`config.mk`:
```
export PLATFORM = sky130hd
export DESIGN_NAME = ryptf_front
export DESIGN_NICKNAME = d
export VERILOG_FILES = /design/src/sv/ryptf_pkg.sv /design/src/sv/ryptf_front.sv
export SDC_FILE = /design/constraint.sdc
export NUM_CORES = 1
export LEC_CHECK = 0
export BUFFER_PORTS_ARGS = -buffer_cell sky130_fd_sc_hd__buf_2
export CORE_AREA = 4 4 118 120
export CTS_CLUSTER_SIZE = 10
export DETAILED_ROUTE_END_ITERATION = 8
export DIE_AREA = 0 0 122 124
export GPL_ROUTABILITY_DRIVEN = 0
export HOLD_SLACK_MARGIN = 0.03
export PLACE_DENSITY_LB_ADDON = 0.2
export REMOVE_ABC_BUFFERS = 1
export SLEW_MARGIN = 20
export SYNTH_ARGS = -nofsm -noshare
export SYNTH_HDL_FRONTEND = slang
export SYNTH_SLANG_ARGS = --single-unit
```
`constraint.sdc`:
```
create_clock -name clk -period 2.7 [get_ports clk]
set_clock_uncertainty 0.2 [all_clocks]
set_input_delay 0.81 -clock clk [delete_from_list [all_inputs] [get_ports clk]]
set_output_delay 0.81 -clock clk [all_outputs]
set_load 0.01 [all_outputs]
```
`src/sv/ryptf_pkg.sv`:
```
// ============================================================================
// ryptf_pkg
// Shared types, register indexes, states and constant tables of the lidar
// point time and blind-range filter.
// ============================================================================
package ryptf_pkg;

    // One lidar point as it enters the block
    typedef struct packed {
        logic signed [19:0] pos_x;
        logic signed [19:0] pos_y;
        logic signed [19:0] pos_z;
        logic        [15:0] echo_strength;
        logic        [62:0] raw_time;
        logic        [6:0]  ring;
        logic               times_given;
        logic               frame_start;
    } point_t;

    // One kept point as it leaves the block
    typedef struct packed {
        logic signed [19:0] out_x;
        logic signed [19:0] out_y;
        logic signed [19:0] out_z;
        logic        [15:0] out_strength;
        logic        [31:0] offset_time_ns;
    } result_t;

    // Classified point, front to back
    typedef struct packed {
        logic signed [19:0] pos_x;
        logic signed [19:0] pos_y;
        logic signed [19:0] pos_z;
        logic        [15:0] strength;
        logic        [62:0] raw_time;
        logic        [6:0]  ring;
        logic               given;   // frame carries per-point times
        logic               first;   // first point of its ring this frame
        logic               keep;    // index is a multiple of decimation
    } cmd_t;

    // Configuration register indexes
    localparam logic [2:0] REG_SCAN_RATE  = 3'd0;
    localparam logic [2:0] REG_BLIND      = 3'd1;
    localparam logic [2:0] REG_DECIMATION = 3'd2;
    localparam logic [2:0] REG_TIME_UNIT  = 3'd3;

    // Back end sequencer states
    typedef enum logic [3:0] {
        ST_IDLE,
        ST_RUN,
        ST_TMUL1,
        ST_TMUL2,
        ST_TSUM,
        ST_DMUL,
        ST_DIV,
        ST_FIX,
        ST_OUT
    } back_state_t;

    localparam logic [23:0] HALF_TURN = 24'h800000;
    localparam logic [31:0] NS_MAX    = 32'hFFFF_FFFF;
    // 360e9 / 361 ns per turn at 1 Hz, numerator part
    localparam logic [39:0] TURN_NUM  = 40'd360000000000;

    // Arctangent of 2^-i as a 24-bit fraction of a turn
    function automatic logic [23:0] atan_turn(input logic [4:0] idx);
        logic [23:0] v;
        case (idx)
            5'd0:    v = 24'd2097152;
            5'd1:    v = 24'd1238021;
            5'd2:    v = 24'd654136;
            5'd3:    v = 24'd332050;
            5'd4:    v = 24'd166669;
            5'd5:    v = 24'd83416;
            5'd6:    v = 24'd41718;
            5'd7:    v = 24'd20860;
            5'd8:    v = 24'd10430;
            5'd9:    v = 24'd5215;
            5'd10:   v = 24'd2608;
            5'd11:   v = 24'd1304;
            5'd12:   v = 24'd652;
            5'd13:   v = 24'd326;
            5'd14:   v = 24'd163;
            5'd15:   v = 24'd81;
            5'd16:   v = 24'd41;
            5'd17:   v = 24'd20;
            5'd18:   v = 24'd10;
            5'd19:   v = 24'd5;
            5'd20:   v = 24'd3;
            5'd21:   v = 24'd1;
            5'd22:   v = 24'd1;
            default: v = 24'd0;
        endcase
        return v;
    endfunction

    // Nanoseconds per raw time unit
    function automatic logic [29:0] time_factor(input logic [1:0] unit_sel);
        logic [29:0] f;
        case (unit_sel)
            2'd0:    f = 30'd1000000000;
            2'd1:    f = 30'd1000000;
            2'd2:    f = 30'd1000;
            default: f = 30'd1;
        endcase
        return f;
    endfunction

    // Two restoring division steps: {remainder, two quotient bits}
    function automatic logic [17:0] div2_step(input logic [15:0] rem,
                                              input logic [1:0]  bits,
                                              input logic [15:0] d);
        logic [16:0] r1;
        logic [16:0] r2;
        logic        q1;
        logic        q0;
        r1 = {rem, bits[1]};
        q1 = (r1 >= {1'b0, d});
        if (q1)
            r1 = r1 - {1'b0, d};
        r2 = {r1[15:0], bits[0]};
        q0 = (r2 >= {1'b0, d});
        if (q0)
            r2 = r2 - {1'b0, d};
        return {r2[15:0], q1, q0};
    endfunction

endpackage

```
`src/sv/ryptf_front.sv`:
```
// ============================================================================
// ryptf_front
// Accepts points, keeps the frame index and ring marks, and passes the
// points that need work on to the back end.
// ============================================================================
module ryptf_front #(
    parameter int RINGS = 32
) (
    input  logic              clk,
    input  logic              rst_n,
    input  logic              push,
    output logic              full,
    input  ryptf_pkg::point_t point,
    input  logic [7:0]        decimation,
    output logic              cmd_push,
    output ryptf_pkg::cmd_t   cmd,
    input  logic              cmd_full
);
    import ryptf_pkg::*;

    localparam int RING_W = (RINGS > 1) ? $clog2(RINGS) : 1;

    logic [7:0]       idx_reg, idx_next;
    logic [RINGS-1:0] seen_reg, seen_next;
    logic [RINGS-1:0] seen_base;
    logic [7:0]       idx_cur;
    logic [7:0]       dec;
    logic [8:0]       idx_inc;
    logic [RING_W-1:0] ring_idx;
    logic             ring_ok;
    logic             first;
    logic             drop;
    logic             accept;

    assign full   = cmd_full;
    assign accept = push && !cmd_full;

    // Classification of the incoming point
    always_comb
    begin
        seen_base = point.frame_start ? '0 : seen_reg;
        idx_cur   = point.frame_start ? 8'd0 : idx_reg;
        dec       = (decimation == 8'd0) ? 8'd1 : decimation;
        idx_inc   = {1'b0, idx_cur} + 9'd1;
        ring_ok   = ({1'b0, point.ring} < 8'(RINGS));
        ring_idx  = point.ring[RING_W-1:0];
        first     = ring_ok ? !seen_base[ring_idx] : 1'b0;
        drop      = point.times_given ? (idx_cur != 8'd0) : !ring_ok;

        idx_next  = idx_reg;
        seen_next = seen_reg;
        if (accept)
        begin
            idx_next  = (idx_inc >= {1'b0, dec}) ? 8'd0 : idx_inc[7:0];
            seen_next = seen_base;
            if (!point.times_given && ring_ok)
                seen_next[ring_idx] = 1'b1;
        end
    end

    always_ff @(posedge clk or negedge rst_n)
    begin
        if (!rst_n)
        begin
            idx_reg  <= '0;
            seen_reg <= '0;
        end
        else
        begin
            idx_reg  <= idx_next;
            seen_reg <= seen_next;
        end
    end

    // Command toward the back end
    assign cmd_push     = accept && !drop;
    assign cmd.pos_x    = point.pos_x;
    assign cmd.pos_y    = point.pos_y;
    assign cmd.pos_z    = point.pos_z;
    assign cmd.strength = point.echo_strength;
    assign cmd.raw_time = point.raw_time;
    assign cmd.ring     = point.ring;
    assign cmd.given    = point.times_given;
    assign cmd.first    = first;
    assign cmd.keep     = (idx_cur == 8'd0);

endmodule

```
Yosys cells after proc, flatten, opt, wreduce, memory -nomap -nowiden:

Cells that the tools add are included.

* register bits: 40
* input port bits: 160
* output and inout bits: 151
* logic and storage cells: 31

* $add $sub $neg: 1
* magnitude comparators: 4
* multiplexer cells: 11
* bitwise gates (word level): 1
* reduce and logical (&&, ||, !) cells: 12

Operator list (count)
* 2-to-1 mux 32 bit: 2
* OR 32 bit: 1
* 2-to-1 mux 8 bit: 3
* zero test 8 bit: 2
* adder 8 x 1 -> 9 bit (second input constant): 1
* greater-or-equal comparator 9 x 8 -> 1 bit: 1
* nonzero test 8 bit: 1
* less-than comparator 7 x 6 -> 1 bit (second input constant): 1
* less-than comparator 5 x 6 -> 1 bit (second input constant): 1
* binary-select mux 1 bit (select 5 bit): 1
* demux 1 bit (select 5 bit): 1
* greater-or-equal comparator 5 x 1 -> 1 bit (second input constant): 1
* zero test 1 bit: 5
* logical AND 1 bit: 4
* 2-to-1 mux 1 bit: 4

Longest topological paths before layout:

* depth in word-level cells: 6
* mapped depth: 9
* depth with buffers taken out: 9

Worst setup path after synthesis:

OpenSTA, ideal clock, no wires.

* path kind: input port to output port
* start point: input port point[2] (netlist bit)
* end point: output port cmd[1] (netlist bit)
* arrival time: 1.963 ns
* path slack: -0.273 ns
* stages: 8
* buffers on the path: 3
* cells stage by stage: buf_6 > buf_12 > mux2i_1 > nor4b_1 > nor4_1 > nand3_1 > o31ai_1 > buf_4

* word-level cells in the longest chain between the ends: 4

RTL lines
* start, declared: line ryptf_front.sv:13 `input ryptf_pkg::point_t point,`
* binary-select mux 1 bit (select 5 bit): line ryptf_front.sv:47 `first = ring_ok ? !seen_base[ring_idx] : 1'b0;`
* 2-to-1 mux 1 bit (not written as such): line ryptf_front.sv:47
* zero test 1 bit: line ryptf_front.sv:47
* 2-to-1 mux 1 bit *: line ryptf_front.sv:47
* end, declared: line ryptf_front.sv:16 `output ryptf_pkg::cmd_t cmd,`

Every way passes the cells marked *; elsewhere a longest branch is shown, timed or not. The select of a mux whose other input is x is not followed.

==> flow_summary.json <==
{
  "setup_viol": 1,
  "grt_pass1_wl_um": 33600,
  "ctsHoldBuffers": 0,
  "cts_made_buffers": 5,
  "drc": 0,
  "grt-busiest-layer": "met2",
  "syn2layout_area_growth_pct": -6.74,
  "path_clk_slew_ns": 0.06,
  "cp-endpoint": "cmd[1]",
  "syn_area_per_cell_um2": 8.98,
  "p_int_w": 0.00118,
  "first_iter_violations": 229,
  "r2r_slack_ns": 0.11,
  "fmax_mhz": 322,
  "ys.flop_type": "dfrtp_1",
  "design_area_um2": 3170,
  "gr-total-overflow": 0,
  "num_rows": 42,
  "hold_viol": 0,
  "reg2reg_to": "idx_reg[1]$_DFFE_PN0P_",
  "cts_root_buffer": "clkbuf_16",
  "grt_usage_pct": 37.1,
  "fill_cells": 1431,
  "largest_register_ffs": 32,
  "ant_nets": 0,
  "place_inst": 455,
  "clockBufferDepth": 2,
  "dieArea_um2": 15100,
  "htree_levels": 2,
  "start_util_pct": 26.2,
  "powerDensity_nw_per_um2": 493,
  "die_x_um": 122,
  "ys_async_sr_fraction_pct": 100,
  "stdcell_count": 472,
  "drtPass1Iterations": 6,
  "post-route-min-period_ns": 3.11,
  "fin_tns_setup_ns": -0.406,
  "grt_pass1_vias": 2355,
  "rr_worst_depth": 9,
  "ys_warn_count": 0,
  "final_cell_mix": "dfrtp_1, buf_4, buf_2",
  "multiInputGateArea_um2": 1220,
  "worstMarginPinSlew_ns": 0.477,
  "total_leakage_power_nw": 1.43,
  "place_hpwl_um": 26900,
  "wl_per_cell_um": 61.4,
  "antenna_found_initial": 0,
  "io_buffers": 32,
  "net-switching-power_w": 0.000384,
  "grt_util_met1_pct": 15.9,
  "place_area_um2": 2850,
  "final-seq-area_um2": 1000,
  "max-vdd-ir-drop_mv": 0.366,
  "finalPower_w": 0.00156,
  "grt_max_degree": 31,
  "p_comb_share_pct": 16.9,
  "vias_per_cell": 5.52,
  "cp_max_fo": 7,
  "core_area_um2": 13000,
  "worstSetupEndpointType": "output port",
  "grt_util_met3_pct": 46.5,
  "ios": 311,
  "slew_headroom_pct": 68.2,
  "r2r-start": "idx_reg[1]$_DFFE_PN0P_",
  "final_common_cell": "dfrtp_1",
  "syn_inst": 378,
  "startpoint_type": "primary input",
  "sequentialPowerShare_pct": 40.5,
  "fin_ws_ns": -0.406,
  "worstPathRequired_ns": 1.69,
  "ys_types": 41,
  "clock_power_share_pct": 42.5,
  "syn_area_um2": 3400,
  "drv_cap": 0,
  "ys_seq_area_share_pct": 29.5,
  "drv_slew": 0,
  "insertedDiodeCount": 0,
  "synth_edf_count": 0,
  "p_sw_share_pct": 24.6,
  "violations": "setup timing",
  "hp-class": "in2async",
  "finalCritPeriodShare_pct": 115,
  "ys_ff_latch": 40,
  "cts_tree": "yes",
  "die_h_um": 124,
  "use_met2_pct": 60.6,
  "wirelength_um": 29000,
  "cp-startpoint": "point[2]",
  "worstSkewPairLatency_ns": 0.28,
  "outcome": "complete, but fails checks",
  "rsz0062_at_grt": "yes",
  "vias": 2604,
  "layout-drive-gt1-share_pct": 31.4,
  "arrival_ns": 2.10,
  "path_class": "in2out",
  "clock-sinks": 40,
  "final_nets": 463
}
layout make-up:
type,count,area share (%)
Clock buffer,6,4.07
Clock inverter,2,1.11
Inverter,7,0.830
Multi-Input combinational cell,169,38.5
Sequential cell,40,31.6
Tap cell,176,6.95
Timing Repair Buffer,72,16.9
per-stage QoR:
step	hold slack, ns	util, %	setup WS, ns
2_1_floorplan	0.242	-	-0.139
3_3_place_gp	0.262	22.0	-0.635
3_5_place_dp	0.276	22.0	-0.669
4_1_cts	0.289	23.7	-0.444
5_1_grt	0.306	24.4	-0.520
6_report	0.282	24.4	-0.406
Yosys cell counts (all sizes together), types with 5 or more instances:
cell type / n / area share, %
nor2: 20 / 2.2
ha: 8 / 2.9
nor3: 9 / 1.3
nand2: 29 / 3.2
clkbuf: 9 / 0.99
dfrtp: 40 / 29
mux4: 5 / 3.6
buf: 153 / 34
nand3: 7 / 1.0
a22o: 16 / 4.1
o21ai: 19 / 2.8
mux2i: 8 / 2.4
a32o: 8 / 2.4
inv: 7 / 0.77
timing repair:
action                     CTS  global route
pin swaps                    6             9
resized for setup            9            10
buffers inserted             4             5
setup endpoints to repair    2             2
cell families after synthesis:
family          Yosys count  share of synthesized area, %
mux                      13                          6.01
flops                    40                          29.5
fa+ha+maj                 8                          2.95
compound gates           53                          11.4
simple gates             88                          12.5
xor+xnor                  7                          1.81
buf+inv                 169                          35.9
how the worst min path moves through the flow:
stage                     cells after the start                        to
after global routing                          1   seen_reg[3]$_DFFE_PN0P_
after CTS                                     1   seen_reg[1]$_DFFE_PN0P_
after detailed placement                      2   seen_reg[9]$_DFFE_PN0P_
final                                         1   seen_reg[3]$_DFFE_PN0P_
after floorplan                               2  seen_reg[17]$_DFFE_PN0P_
after global placement                        2  seen_reg[11]$_DFFE_PN0P_
power groups by stage:
stage                     combinational, W  sequential, W  clock (W)
final                             0.000264       0.000633   0.000664
after global routing              0.000285       0.000634   0.000710
after CTS                         0.000237       0.000629   0.000677
after detailed placement          0.000227       0.000639          0
after global placement            0.000225       0.000640          0
after floorplan                  0.0000903       0.000638          0
per-layer routing:
metal | routed length (um) | vias up
met3 | 7650 | 104
li1 | - | 975
met5 | 106 | -
met2 | 13200 | 361
met1 | 4430 | 1160
met4 | 3580 | 4
worst max-delay path, cell delays in order:
cell and delay [ns]:
buf_12 0.12, buf_6 0.12, buf_4 0.12, mux2i_1 0.15
nor3_1 0.06, o21ai_0 0.15, nand3_1 0.12, o31ai_2 0.26
buf_2 0.18
(Power assumes the default switching activity.)
