==> src/sv/ryptf_pkg.sv <==
// ============================================================================
// ryptf_pkg
// Shared types, register indexes, states and constant tables of the lidar
// point time and blind-range filter.
// ============================================================================
package ryptf_pkg;

    // One lidar point as it enters the block
    typedef struct packed {
        logic signed [19:0] pos_x;
        logic signed [19:0] pos_y;
        logic signed [19:0] pos_z;
        logic        [15:0] echo_strength;
        logic        [62:0] raw_time;
        logic        [6:0]  ring;
        logic               times_given;
        logic               frame_start;
    } point_t;

    // One kept point as it leaves the block
    typedef struct packed {
        logic signed [19:0] out_x;
        logic signed [19:0] out_y;
        logic signed [19:0] out_z;
        logic        [15:0] out_strength;
        logic        [31:0] offset_time_ns;
    } result_t;

    // Classified point, front to back
    typedef struct packed {
        logic signed [19:0] pos_x;
        logic signed [19:0] pos_y;
        logic signed [19:0] pos_z;
        logic        [15:0] strength;
        logic        [62:0] raw_time;
        logic        [6:0]  ring;
        logic               given;   // frame carries per-point times
        logic               first;   // first point of its ring this frame
        logic               keep;    // index is a multiple of decimation
    } cmd_t;

    // Configuration register indexes
    localparam logic [2:0] REG_SCAN_RATE  = 3'd0;
    localparam logic [2:0] REG_BLIND      = 3'd1;
    localparam logic [2:0] REG_DECIMATION = 3'd2;
    localparam logic [2:0] REG_TIME_UNIT  = 3'd3;

    // Back end sequencer states
    typedef enum logic [3:0] {
        ST_IDLE,
        ST_RUN,
        ST_TMUL1,
        ST_TMUL2,
        ST_TSUM,
        ST_DMUL,
        ST_DIV,
        ST_FIX,
        ST_OUT
    } back_state_t;

    localparam logic [23:0] HALF_TURN = 24'h800000;
    localparam logic [31:0] NS_MAX    = 32'hFFFF_FFFF;
    // 360e9 / 361 ns per turn at 1 Hz, numerator part
    localparam logic [39:0] TURN_NUM  = 40'd360000000000;

    // Arctangent of 2^-i as a 24-bit fraction of a turn
    function automatic logic [23:0] atan_turn(input logic [4:0] idx);
        logic [23:0] v;
        case (idx)
            5'd0:    v = 24'd2097152;
            5'd1:    v = 24'd1238021;
            5'd2:    v = 24'd654136;
            5'd3:    v = 24'd332050;
            5'd4:    v = 24'd166669;
            5'd5:    v = 24'd83416;
            5'd6:    v = 24'd41718;
            5'd7:    v = 24'd20860;
            5'd8:    v = 24'd10430;
            5'd9:    v = 24'd5215;
            5'd10:   v = 24'd2608;
            5'd11:   v = 24'd1304;
            5'd12:   v = 24'd652;
            5'd13:   v = 24'd326;
            5'd14:   v = 24'd163;
            5'd15:   v = 24'd81;
            5'd16:   v = 24'd41;
            5'd17:   v = 24'd20;
            5'd18:   v = 24'd10;
            5'd19:   v = 24'd5;
            5'd20:   v = 24'd3;
            5'd21:   v = 24'd1;
            5'd22:   v = 24'd1;
            default: v = 24'd0;
        endcase
        return v;
    endfunction

    // Nanoseconds per raw time unit
    function automatic logic [29:0] time_factor(input logic [1:0] unit_sel);
        logic [29:0] f;
        case (unit_sel)
            2'd0:    f = 30'd1000000000;
            2'd1:    f = 30'd1000000;
            2'd2:    f = 30'd1000;
            default: f = 30'd1;
        endcase
        return f;
    endfunction

    // Two restoring division steps: {remainder, two quotient bits}
    function automatic logic [17:0] div2_step(input logic [15:0] rem,
                                              input logic [1:0]  bits,
                                              input logic [15:0] d);
        logic [16:0] r1;
        logic [16:0] r2;
        logic        q1;
        logic        q0;
        r1 = {rem, bits[1]};
        q1 = (r1 >= {1'b0, d});
        if (q1)
            r1 = r1 - {1'b0, d};
        r2 = {r1[15:0], bits[0]};
        q0 = (r2 >= {1'b0, d});
        if (q0)
            r2 = r2 - {1'b0, d};
        return {r2[15:0], q1, q0};
    endfunction

endpackage

==> src/sv/ryptf_cmd_fifo.sv <==
// ============================================================================
// ryptf_cmd_fifo
// Two-entry queue of classified points between front and back end.
// ============================================================================
module ryptf_cmd_fifo (
    input  logic            clk,
    input  logic            rst_n,
    input  logic            wr_en,
    input  ryptf_pkg::cmd_t wr_data,
    output logic            full,
    output logic            avail,
    input  logic            rd_en,
    output ryptf_pkg::cmd_t rd_data
);
    import ryptf_pkg::*;

    cmd_t       mem [2];
    logic       wr_ptr_reg, wr_ptr_next;
    logic       rd_ptr_reg, rd_ptr_next;
    logic [1:0] count_reg, count_next;

    assign full    = (count_reg == 2'd2);
    assign avail   = (count_reg != 2'd0);
    assign rd_data = mem[rd_ptr_reg];

    always_comb
    begin
        wr_ptr_next = wr_ptr_reg ^ wr_en;
        rd_ptr_next = rd_ptr_reg ^ rd_en;
        count_next  = count_reg + {1'b0, wr_en} - {1'b0, rd_en};
    end

    always_ff @(posedge clk or negedge rst_n)
    begin
        if (!rst_n)
        begin
            wr_ptr_reg <= 1'b0;
            rd_ptr_reg <= 1'b0;
            count_reg  <= 2'd0;
        end
        else
        begin
            wr_ptr_reg <= wr_ptr_next;
            rd_ptr_reg <= rd_ptr_next;
            count_reg  <= count_next;
        end
    end

    // storage
    always_ff @(posedge clk)
    begin
        if (wr_en)
            mem[wr_ptr_reg] <= wr_data;
    end

endmodule

==> config.mk <==
export PLATFORM = sky130hd
export DESIGN_NAME = ryptf_cmd_fifo
export DESIGN_NICKNAME = d
export VERILOG_FILES = /design/src/sv/ryptf_pkg.sv /design/src/sv/ryptf_cmd_fifo.sv
export SDC_FILE = /design/constraint.sdc
export NUM_CORES = 1
export LEC_CHECK = 0
export BUFFER_PORTS_ARGS = -buffer_cell sky130_fd_sc_hd__buf_2
export CORE_ASPECT_RATIO = 1.2
export CORE_MARGIN = 1
export CORE_UTILIZATION = 52
export DETAILED_ROUTE_END_ITERATION = 8
export HOLD_SLACK_MARGIN = 0.15
export PLACE_DENSITY = 0.83
export SLEW_MARGIN = 20
export SYNTH_ARGS = -nofsm -noshare
export SYNTH_HDL_FRONTEND = slang
export SYNTH_SLANG_ARGS = --single-unit
==> constraint.sdc <==
create_clock -name clk -period 5.9 [get_ports clk]
set_input_delay 1.18 -clock clk [delete_from_list [all_inputs] [get_ports clk]]
set_output_delay 1.18 -clock clk [all_outputs]
set_load 0.05 [all_outputs]
== After elaboration in Yosys (flattened, before gate mapping) ==
Memories as Yosys holds them, arrays and structs flattened.
Index checks and enable logic that the tools add are counted.
Operators by class
  add/sub/neg operators: 2
  equal/unequal tests: 1
  multiplexer cells: 2
  bitwise logic cells: 2
  reductions and logical operators: 1
Operators by type and width (number)
  adder 2 x 1 -> 2 bit: 1
  == test 2 bit, second input constant: 1
  two-way mux 1 bit: 2
  nonzero test 2 bit: 1
  subtractor 2 x 1 -> 2 bit: 1
  bitwise XOR 1 bit: 2
Word-level totals
  bits in registers: 4
  RAM bits: 298
  input bits: 153
  output and inout bits: 151
  memories kept: 1
Memories
  mem: words 2, width 149, read ports 1, clocked after memory_dff 0, write ports 1, line ryptf_cmd_fifo.sv:17  | cmd_t mem [2];

== Logic depth before layout (Yosys ltp) ==
Gate-level depths: netlist (run 1).
  depth in word-level cells: 2
  mapped depth: 5

== Worst setup path after synthesis (run 1) ==
OpenSTA, ideal clock, no wires.
  path kind: input to register
  start: input wr_en
  end: memory mem[0][0] in the netlist's numbering (enable)
  arrival: 4656 ps
  data required time: 5373 ps
  setup slack: 717 ps
  stages on the path: 1
  buffers on the path: 0
  path through: ha_1
On the way
  word-level cells in the longest chain between the ends: 2
Ends and longest elaborated chain
  start: declaration: line ryptf_cmd_fifo.sv:8  | input logic wr_en,
  two-way mux 1 bit: line ryptf_cmd_fifo.sv:52  | if (wr_en)
  two-way mux 1 bit (not written as such): line ryptf_cmd_fifo.sv:53  | mem[wr_ptr_reg] <= wr_data;
  end: declaration: line ryptf_cmd_fifo.sv:17
No other way between the ends.

==> reports/results.txt, run 1 <==
Post-synthesis sequential area ratio = 79.61%
Leakage = 0.005566 uW
Worst Setup End Kind = output pin
Iter 0 DRT Violations = 312
Worst relative slew slack = 31.15%
Via count = 5520
Die Height = 164.0 um
Num CTS Buffers = 29
Skew final = 13.71 ps
Detail Route Antenna Nets = 0
Port-buffer cells = 303
Detailed Routing Iterations Pass 1 = 4
CP peak stage delay = 1080 ps
Final Hold Vio Count = 0
Main synth FF type = edfxtp_1
Max Slew Vio Count = 0
Largest net degree at the start of global routing = 150
Final setup fails = 0
Top post-synthesis cells by area = edfxtp_1, mux2_4, mux2_2
Cell Area, Synth = 11370 um^2
Num rows = 58
Fin crit period = 3958 ps
Clock share of power = 20.5%
Max FFs per register = 298
Routed WL per cell = 18.66 um
Max Buffers Root-to-Sink = 3
Slew @ Worst Pin = 1033 ps
Cell-internal power = 4818 uW
Root buf cell = clkbuf_16
Post-Synthesis Cells = 480
Logic pwr share = 41.4%
Share of layout cells above drive strength 1 = 60.56%
Fmax achieved = 252.7 MHz
Number of synthesized flops with an enable pin = 298
Worst path buffer plus inverter count = 2
Register-to-Register Path Depth = 3
Initial antenna violation count = 7
Syn avg cell area = 23.68 um^2
Worst Hold Class = in -> async
Critical setup path kind = reg -> out
Filler cells = 1399
Critical Path Stages = 3
Number of gates resized after cts = 0
Post-synth top area cell = edfxtp_1
RSZ-0062 raised after global routing = no
Share of the synthesized area in the top cell type = 78.73%
Post-Route WL = 20.41 mm
Vias in the first global route = 5814
Clk sink count = 302
R2r startpoint = wr_ptr_reg
RePlAce Congestion = 0.7556
Horiz. Die Dim = 137.0 um
Peak supply drop = 0.0004036 V
Count leader, synth = edfxtp_1
Global-route wire length before repair = 30.03 mm
Residual DRC = 0
H-tree Lvls = 1
Flop2flop setup slack = 3690 ps
Critical Path AT = 2780 ps
Status = finished, final reports clean
Synthesis-stage register bit count = 302
Worst path required time = 4720 ps
Layout area overhead = 23.32%
FFs w/ async S/R, synth = 1.325%
Netlist cell types = 13
Final nets = 958
PD cells = 571.3 nW/um^2
Die area = 22460 um^2
CTS tree = yes
Syn_nets = 637
DR vias/cell = 5.046
Initial Util = 53.64%
CP max FO = 63
GRT Overall Usage = 17.74%
Crit path launch = rd_ptr_reg
Hold slack = 470.2 ps
Core Footprint = 21190 um^2
Total gr overflow = 0
Cell Chain, Critical Path = buf_12 -> mux2_2 -> buf_2
CP max-delay cell = dfrtp_4
Sequential Power Share = 38.1%
Skew-Pair Late Insertion Delay = 530 ps
Synth warn = 0
Max-cap viol count = 0
# IOs = 304
Psw = 3189 uW
Synth cell count leaders = edfxtp_1, mux2_4, mux2_2
CP delay by family, top = flip-flops
Final setup TNS = 0 ps
DP Wirelength = 13.53 mm
Critical Path Start Type = flop
Reg clk slew, reported paths = 60 ps
Sw Share = 39.83%
Crit share post-route = 67.08%
Post-CTS Hold Fix Bufs = 0
Postcts setup bufs = 0
routing by layer:
| metal | track usage [%] | part of all wire [%] | up-vias |
|---|---|---|---|
| met1 | 20.11 | 36 | 2690 |
| li1 | - | - | 2558 |
| met4 | 6.194 | 2.0 | 4 |
| met3 | 5.370 | 9.0 | 33 |
| met5 | 0 | 0.12 | - |
| met2 | 31.47 | 53 | 235 |
cells by family after synthesis:
| family | synth area share (%) |
|---|---|
| xor+xnor | 0.2862 |
| fa+ha+maj | 0.4404 |
| flops | 79.61 |
| buf+inv | 1.486 |
| simple gates | 0.1102 |
| mux | 18.06 |
worst paths after layout:
path	end
worst max-delay path	rd_data[9]
worst min-delay path	wr_ptr_reg
worst max register to register	mem[0][75]
worst min register to register	count_reg[1]
max in group asynchronous	rd_ptr_reg
min in group clk	count_reg[1]
layout make-up:
type	instances	area [um^2]	share of cell area, %
inverter	4	15.01	0.1071
clock inverter	16	100.1	0.7142
clock buffer	33	740.7	5.285
antenna	5	12.51	0.08927
multi-input combinational	157	2173	15.51
sequential	302	9052	64.59
tap	270	337.8	2.410
timing repair buffer	307	1584	11.30
power by group through the flow:
stage / Clock, uW / Sequential (uW) / Combinational, uW
5_1_grt: 1760 / 3090 / 3460
2_1_floorplan: 0 / 3020 / 2850
3_3_place_gp: 0 / 3070 / 3320
4_1_cts: 1690 / 3060 / 3340
6_report: 1640 / 3050 / 3310
3_5_place_dp: 0 / 3100 / 3330
placed cells by master, fill, tap and decap left out:
cell type / n
buf_2: 303
edfxtp_1: 298
mux2_4: 100
mux2_2: 49
clkbuf_16: 29
clkinv_1: 9
diode_2: 5
inv_1: 4
clkbuf_1: 4
clkinv_2: 4
dfrtp_1: 3
buf_12: 3
ha_1: 2
ha_4: 2
xor3_1: 1
or2_2: 1
xor2_1: 1
nor2b_1: 1
clkinv_4: 1
clkinvlp_4: 1
bufinv_16: 1
buf_4: 1
dfrtp_4: 1
through the flow:
step,cell area (um^2),instances,setup WS [ps],total power (uW),utilization (%)
CTS,14000,1089,1903,8089,66.08
finish,14020,1094,1942,8007,66.14
floorplan,11370,480,716.6,5868,-
global route,14020,1094,1818,8306,66.14
global placement,13160,1040,2474,6388,62.12
detailed placement,13160,1040,2480,6432,62.12
(Power assumes the default switching activity.)
==> run 2, diff against run 1 <==
CORE_UTILIZATION = 47   (was 52)
PLACE_DENSITY = 0.79   (was 0.83)
clock period = 3.4 ns   (was 5.9 ns; I/O delays follow)
==> run 2 against run 1 <==
Effect of this change:
- die area grew 10%
- worst setup slack lost 1500 ps
- clock power grew 100%
- combinational power grew 80%
- register-to-register slack lost 2000 ps
- clock skew grew 5.3 ps
- via count grew 2.7%
- count of clock-buffer cells in the layout grew 3
- highest routed layer unchanged
- routed wire length grew 3.9%
- design area grew 2.6%
- critical path depth is the same
- largest cell class unchanged
- largest power group unchanged
==> reports/results.txt, run 2 (synthesized netlist as in run 1, its figures left out) <==
Critical Path Start Type = flop
Final Hold Vio Count = 0
Post-Route WL = 21.21 mm
# IOs = 304
Worst path buffer plus inverter count = 2
Num rows = 61
Max-cap viol count = 0
CTS tree = yes
Final setup TNS = 0 ps
Worst Setup End Kind = output pin
Leakage = 0.005717 uW
GRT Overall Usage = 16.35%
Max Buffers Root-to-Sink = 3
Most frequent cells in the layout = buf_2, edfxtp_1, mux2_4
DP Wirelength = 14.26 mm
Clk sink count = 302
Vias in the first global route = 5744
Slew @ Worst Pin = 622.7 ps
Peak supply drop = 0.0006598 V
Skew final = 19.02 ps
Critical Path AT = 2300 ps
Number of gates resized after cts = 0
Iter 0 DRT Violations = 186
CP max-delay cell = dfrtp_4
Initial Util = 48.51%
Port-buffer cells = 303
DR vias/cell = 4.910
Cell-internal power = 8800 uW
Horiz. Die Dim = 144.0 um
DP Area = 13330 um^2
Clock share of power = 23.0%
Share of layout cells above drive strength 1 = 61.92%
Via count = 5671
Fmax achieved = 335.2 MHz
Skew-Pair Late Insertion Delay = 560 ps
Post-layout util = 61.34%
Max Slew Vio Count = 0
Layout area overhead = 26.46%
Worst relative slew slack = 58.49%
Root buf cell = clkbuf_16
Detail Route Antenna Nets = 0
Sw Share = 39.24%
Post-layout instance area = 14370 um^2
Psw = 5684 uW
Global-route wire length before repair = 30.46 mm
Logic pwr share = 41.1%
Core Footprint = 23430 um^2
Status = finished, final reports clean
Largest net degree at the start of global routing = 82
CP peak stage delay = 820 ps
Reg clk slew, reported paths = 60 ps
Most common cell after layout, fill and taps aside = buf_2
Residual DRC = 0
Total gr overflow = 0
RePlAce Congestion = 0.7240
RSZ-0062 raised after global routing = no
Max FFs per register = 298
CP max FO = 32
Final setup fails = 0
Sequential Power Share = 35.9%
Critical setup path kind = reg -> out
Num CTS Buffers = 30
Die area = 24810 um^2
Routed WL per cell = 18.36 um
Worst Hold Class = in -> reg
PD cells = 1008 nW/um^2
Fin crit period = 2984 ps
CP delay by family, top = flip-flops
Cell Chain, Critical Path = buf_12 -> mux2_4 -> buf_2
Die Height = 172.4 um
Worst path required time = 2720 ps
Crit share post-route = 87.75%
H-tree Lvls = 1
Initial antenna violation count = 7
Detailed Routing Iterations Pass 1 = 6
Final nets = 968
Hold slack = 310.1 ps
-- run 2: layout make-up --
| cell class | count | area [um^2] |
|---|---|---|
| diodes | 5 | 12.51 |
| fillers | 1702 | 9057 |
| repair buffers | 316 | 1704 |
| well taps | 315 | 394.1 |
| multi-input cells | 157 | 2173 |
| inverters | 4 | 15.01 |
| clock inverters | 20 | 219.0 |
| clock buffers | 36 | 803.3 |
| flip-flops and latches | 302 | 9052 |
-- run 2: path summary, 6_finish.rpt --
kind                         startpoint            to  slack, ps  cells past startpoint
min reg2reg                count_reg[1]  count_reg[1]        620                      1
max reg2reg                  wr_ptr_reg    mem[0][29]       1650                      3
max                          rd_ptr_reg   rd_data[86]        420                      3
max in group asynchronous         rst_n    rd_ptr_reg       2780                      2
min                        wr_data[109]   mem[1][109]        310                      1
min in group asynchronous         rst_n  count_reg[0]        490                      2
-- run 2: timing repair --
item | CTS | global route
buffers inserted | 0 | 0
hold endpoints to repair | 4 | 0
hold buffers | 1 | 0
-- run 2: per-layer routing --
layer | global-route usage [%] | wire (um) | up-vias
met4 | 7.632 | 769 | 4
met3 | 5.816 | 2030 | 54
met5 | 0 | 25 | -
met2 | 28.59 | 10880 | 246
met1 | 17.58 | 7502 | 2777
li1 | - | - | 2590
-- run 2: power by group through the flow --
| stage | clock, uW | sequential [uW] | combinational [uW] |
|---|---|---|---|
| floorplan | 0 | 5180 | 4940 |
| global placement | 0 | 5250 | 5960 |
| detailed placement | 0 | 5290 | 6010 |
| CTS | 3410 | 5220 | 6020 |
| global route | 3550 | 5270 | 6220 |
| finish | 3330 | 5210 | 5950 |
-- run 2: metrics by stage --
| stage | setup slack [ps] | power (uW) | instances |
|---|---|---|---|
| finish | 416.4 | 14480 | 1155 |
| global route | 322.3 | 15030 | 1153 |
| global placement | 966.2 | 11210 | 1093 |
| CTS | 358.4 | 14660 | 1150 |
| detailed placement | 958.4 | 11300 | 1093 |
| floorplan | 352.4 | 10120 | 480 |
==> run 3, diff against run 2 <==
CORE_MARGIN = 10   (was 1)
PLACE_DENSITY = 0.75   (was 0.79)
==> run 3 against run 2 <==
Effect of this change:
- clock skew shrank 3.7 ps
- maximum frequency increased by 5.5%
- first-iteration DRC count is 39% higher
- sequential share of layout area grew 0.88 points
- routed wire length grew 11%
- total power is 2.6% lower
- core utilization down 2.0 points
- design area down 1.4%
- combinational power up 2%
- worst setup slack gained 160 ps
- critical path depth unchanged
- via count is 1.9% lower
- critical endpoint is now rd_data[75]
==> reports/results.txt, run 3 (synthesized netlist as in run 1, its figures left out) <==
Status = finished, final reports clean
CP delay by family, top = buffers and inverters
PD cells = 995.4 nW/um^2
Root buf cell = clkbuf_16
Largest net degree at the start of global routing = 87
Worst path buffer plus inverter count = 2
Post-layout instance area = 14170 um^2
CP max-delay cell = buf_12
Clk sink count = 302
Initial Util = 47.57%
Cell Chain, Critical Path = buf_12 -> mux2_4 -> buf_2
Sequential Power Share = 36.2%
Logic pwr share = 42.9%
Port-buffer cells = 303
Skew final = 15.35 ps
Core Footprint = 23890 um^2
H-tree Lvls = 1
Worst path required time = 2720 ps
Final setup margin = 573.0 ps
Die area = 30830 um^2
Max Slew Vio Count = 0
Most frequent cells in the layout = buf_2, edfxtp_1, mux2_4
Fmax achieved = 353.7 MHz
Num CTS Buffers = 28
Clock share of power = 20.9%
Skew-Pair Late Insertion Delay = 540 ps
Vias in the first global route = 6015
CP peak stage delay = 490 ps
RePlAce Congestion = 0.7391
Number of gates resized after cts = 0
Critical Path Start Type = flop
RSZ-0062 raised after global routing = no
Final setup fails = 0
Iter 0 DRT Violations = 258
Critical Path AT = 2150 ps
Fin crit period = 2827 ps
Layout area overhead = 24.71%
Most common cell after layout, fill and taps aside = buf_2
Max-cap viol count = 0
Peak supply drop = 0.0005991 V
Post-Route WL = 23.53 mm
Hold slack = 329.1 ps
CP max FO = 86
Routed WL per cell = 20.54 um
Detailed Routing Iterations Pass 1 = 4
Via count = 5566
Sw Share = 39.95%
Reg clk slew, reported paths = 70 ps
Num rows = 62
CTS tree = yes
Crit share post-route = 83.15%
Detail Route Antenna Nets = 0
Share of layout cells above drive strength 1 = 61.22%
Global-route wire length before repair = 35.11 mm
Leakage = 0.005612 uW
DP Wirelength = 16.24 mm
Final setup TNS = 0 ps
Initial antenna violation count = 10
Worst Setup End Kind = output pin
DP Area = 13290 um^2
GRT Overall Usage = 14.60%
Horiz. Die Dim = 162.0 um
Pre-CTS setup slack = 1142 ps
Total gr overflow = 0
Final nets = 962
Die Height = 190.4 um
Psw = 5637 uW
DR vias/cell = 4.857
Residual DRC = 0
Worst Hold Class = in -> reg
Critical setup path kind = reg -> out
Max Buffers Root-to-Sink = 3
Max FFs per register = 298
Worst relative slew slack = 53.82%
Final Hold Vio Count = 0
# IOs = 304
Cell-internal power = 8472 uW
Slew @ Worst Pin = 692.7 ps
run 3: cell types whose count changed in the layout (fill, tap and decap cells not counted), sizes merged:
cell / before / now
diode: 5 / 6
clkbuf: 36 / 33
buf: 315 / 311
clkinvlp: 2 / 1
clkinv: 13 / 8
bufinv: 4 / 2
run 3: path summary, 6_finish.rpt:
path | slack, ps | start | cells past startpoint | endpoint
max | 570 | rd_ptr_reg | 3 | rd_data[75]
min | 330 | wr_data[9] | 1 | mem[0][9]
max reg2reg | 1570 | wr_ptr_reg | 3 | mem[0][54]
min reg2reg | 610 | count_reg[1] | 1 | count_reg[1]
max in group asynchronous | 2760 | rst_n | 2 | rd_ptr_reg
min in group asynchronous | 500 | rst_n | 2 | rd_ptr_reg
run 3: metal layers:
metal | global-route usage (%) | vias to the layer above | share of wire (%)
met5 | 0 | - | 0.17
met4 | 4.940 | 6 | 2.5
met3 | 5.961 | 41 | 10
met2 | 25.01 | 236 | 51
met1 | 16.14 | 2718 | 36
li1 | - | 2565 | -
run 3: timing repair:
item,in CTS,in global routing
buffers inserted,0,0
endpoints found under the hold margin,4,0
hold buffers,1,0
run 3: power groups by stage:
stage	logic, uW	clock network [uW]	registers [uW]
3_5_place_dp	6140	0	5190
4_1_cts	6160	3040	5110
6_report	6060	2950	5100
5_1_grt	6330	3180	5170
2_1_floorplan	4940	0	5180
3_3_place_gp	6110	0	5150
run 3: metrics by stage:
stage                     std cells  util, %  total power (uW)
after floorplan                 480        -             10120
after global placement         1094    55.63             11260
after detailed placement       1094    55.63             11330
after CTS                      1140    59.26             14310
after global routing           1145    59.32             14680
final                          1146    59.33             14110
run 3: worst reg2reg max path: stages, from the launching register on:
cell     delay (ps)
dfrtp_1         410
inv_1           100
ha_4            530
buf_4           440
run 3: final cells by class:
type	count	area [um^2]
inverters	4	15.01
multi-input cells	157	2173
clock buffers	33	740.7
flip-flops and latches	302	9052
repair buffers	312	1662
clock inverters	12	116.4
well taps	320	400.4
diodes	6	15.01
fillers	1806	9718
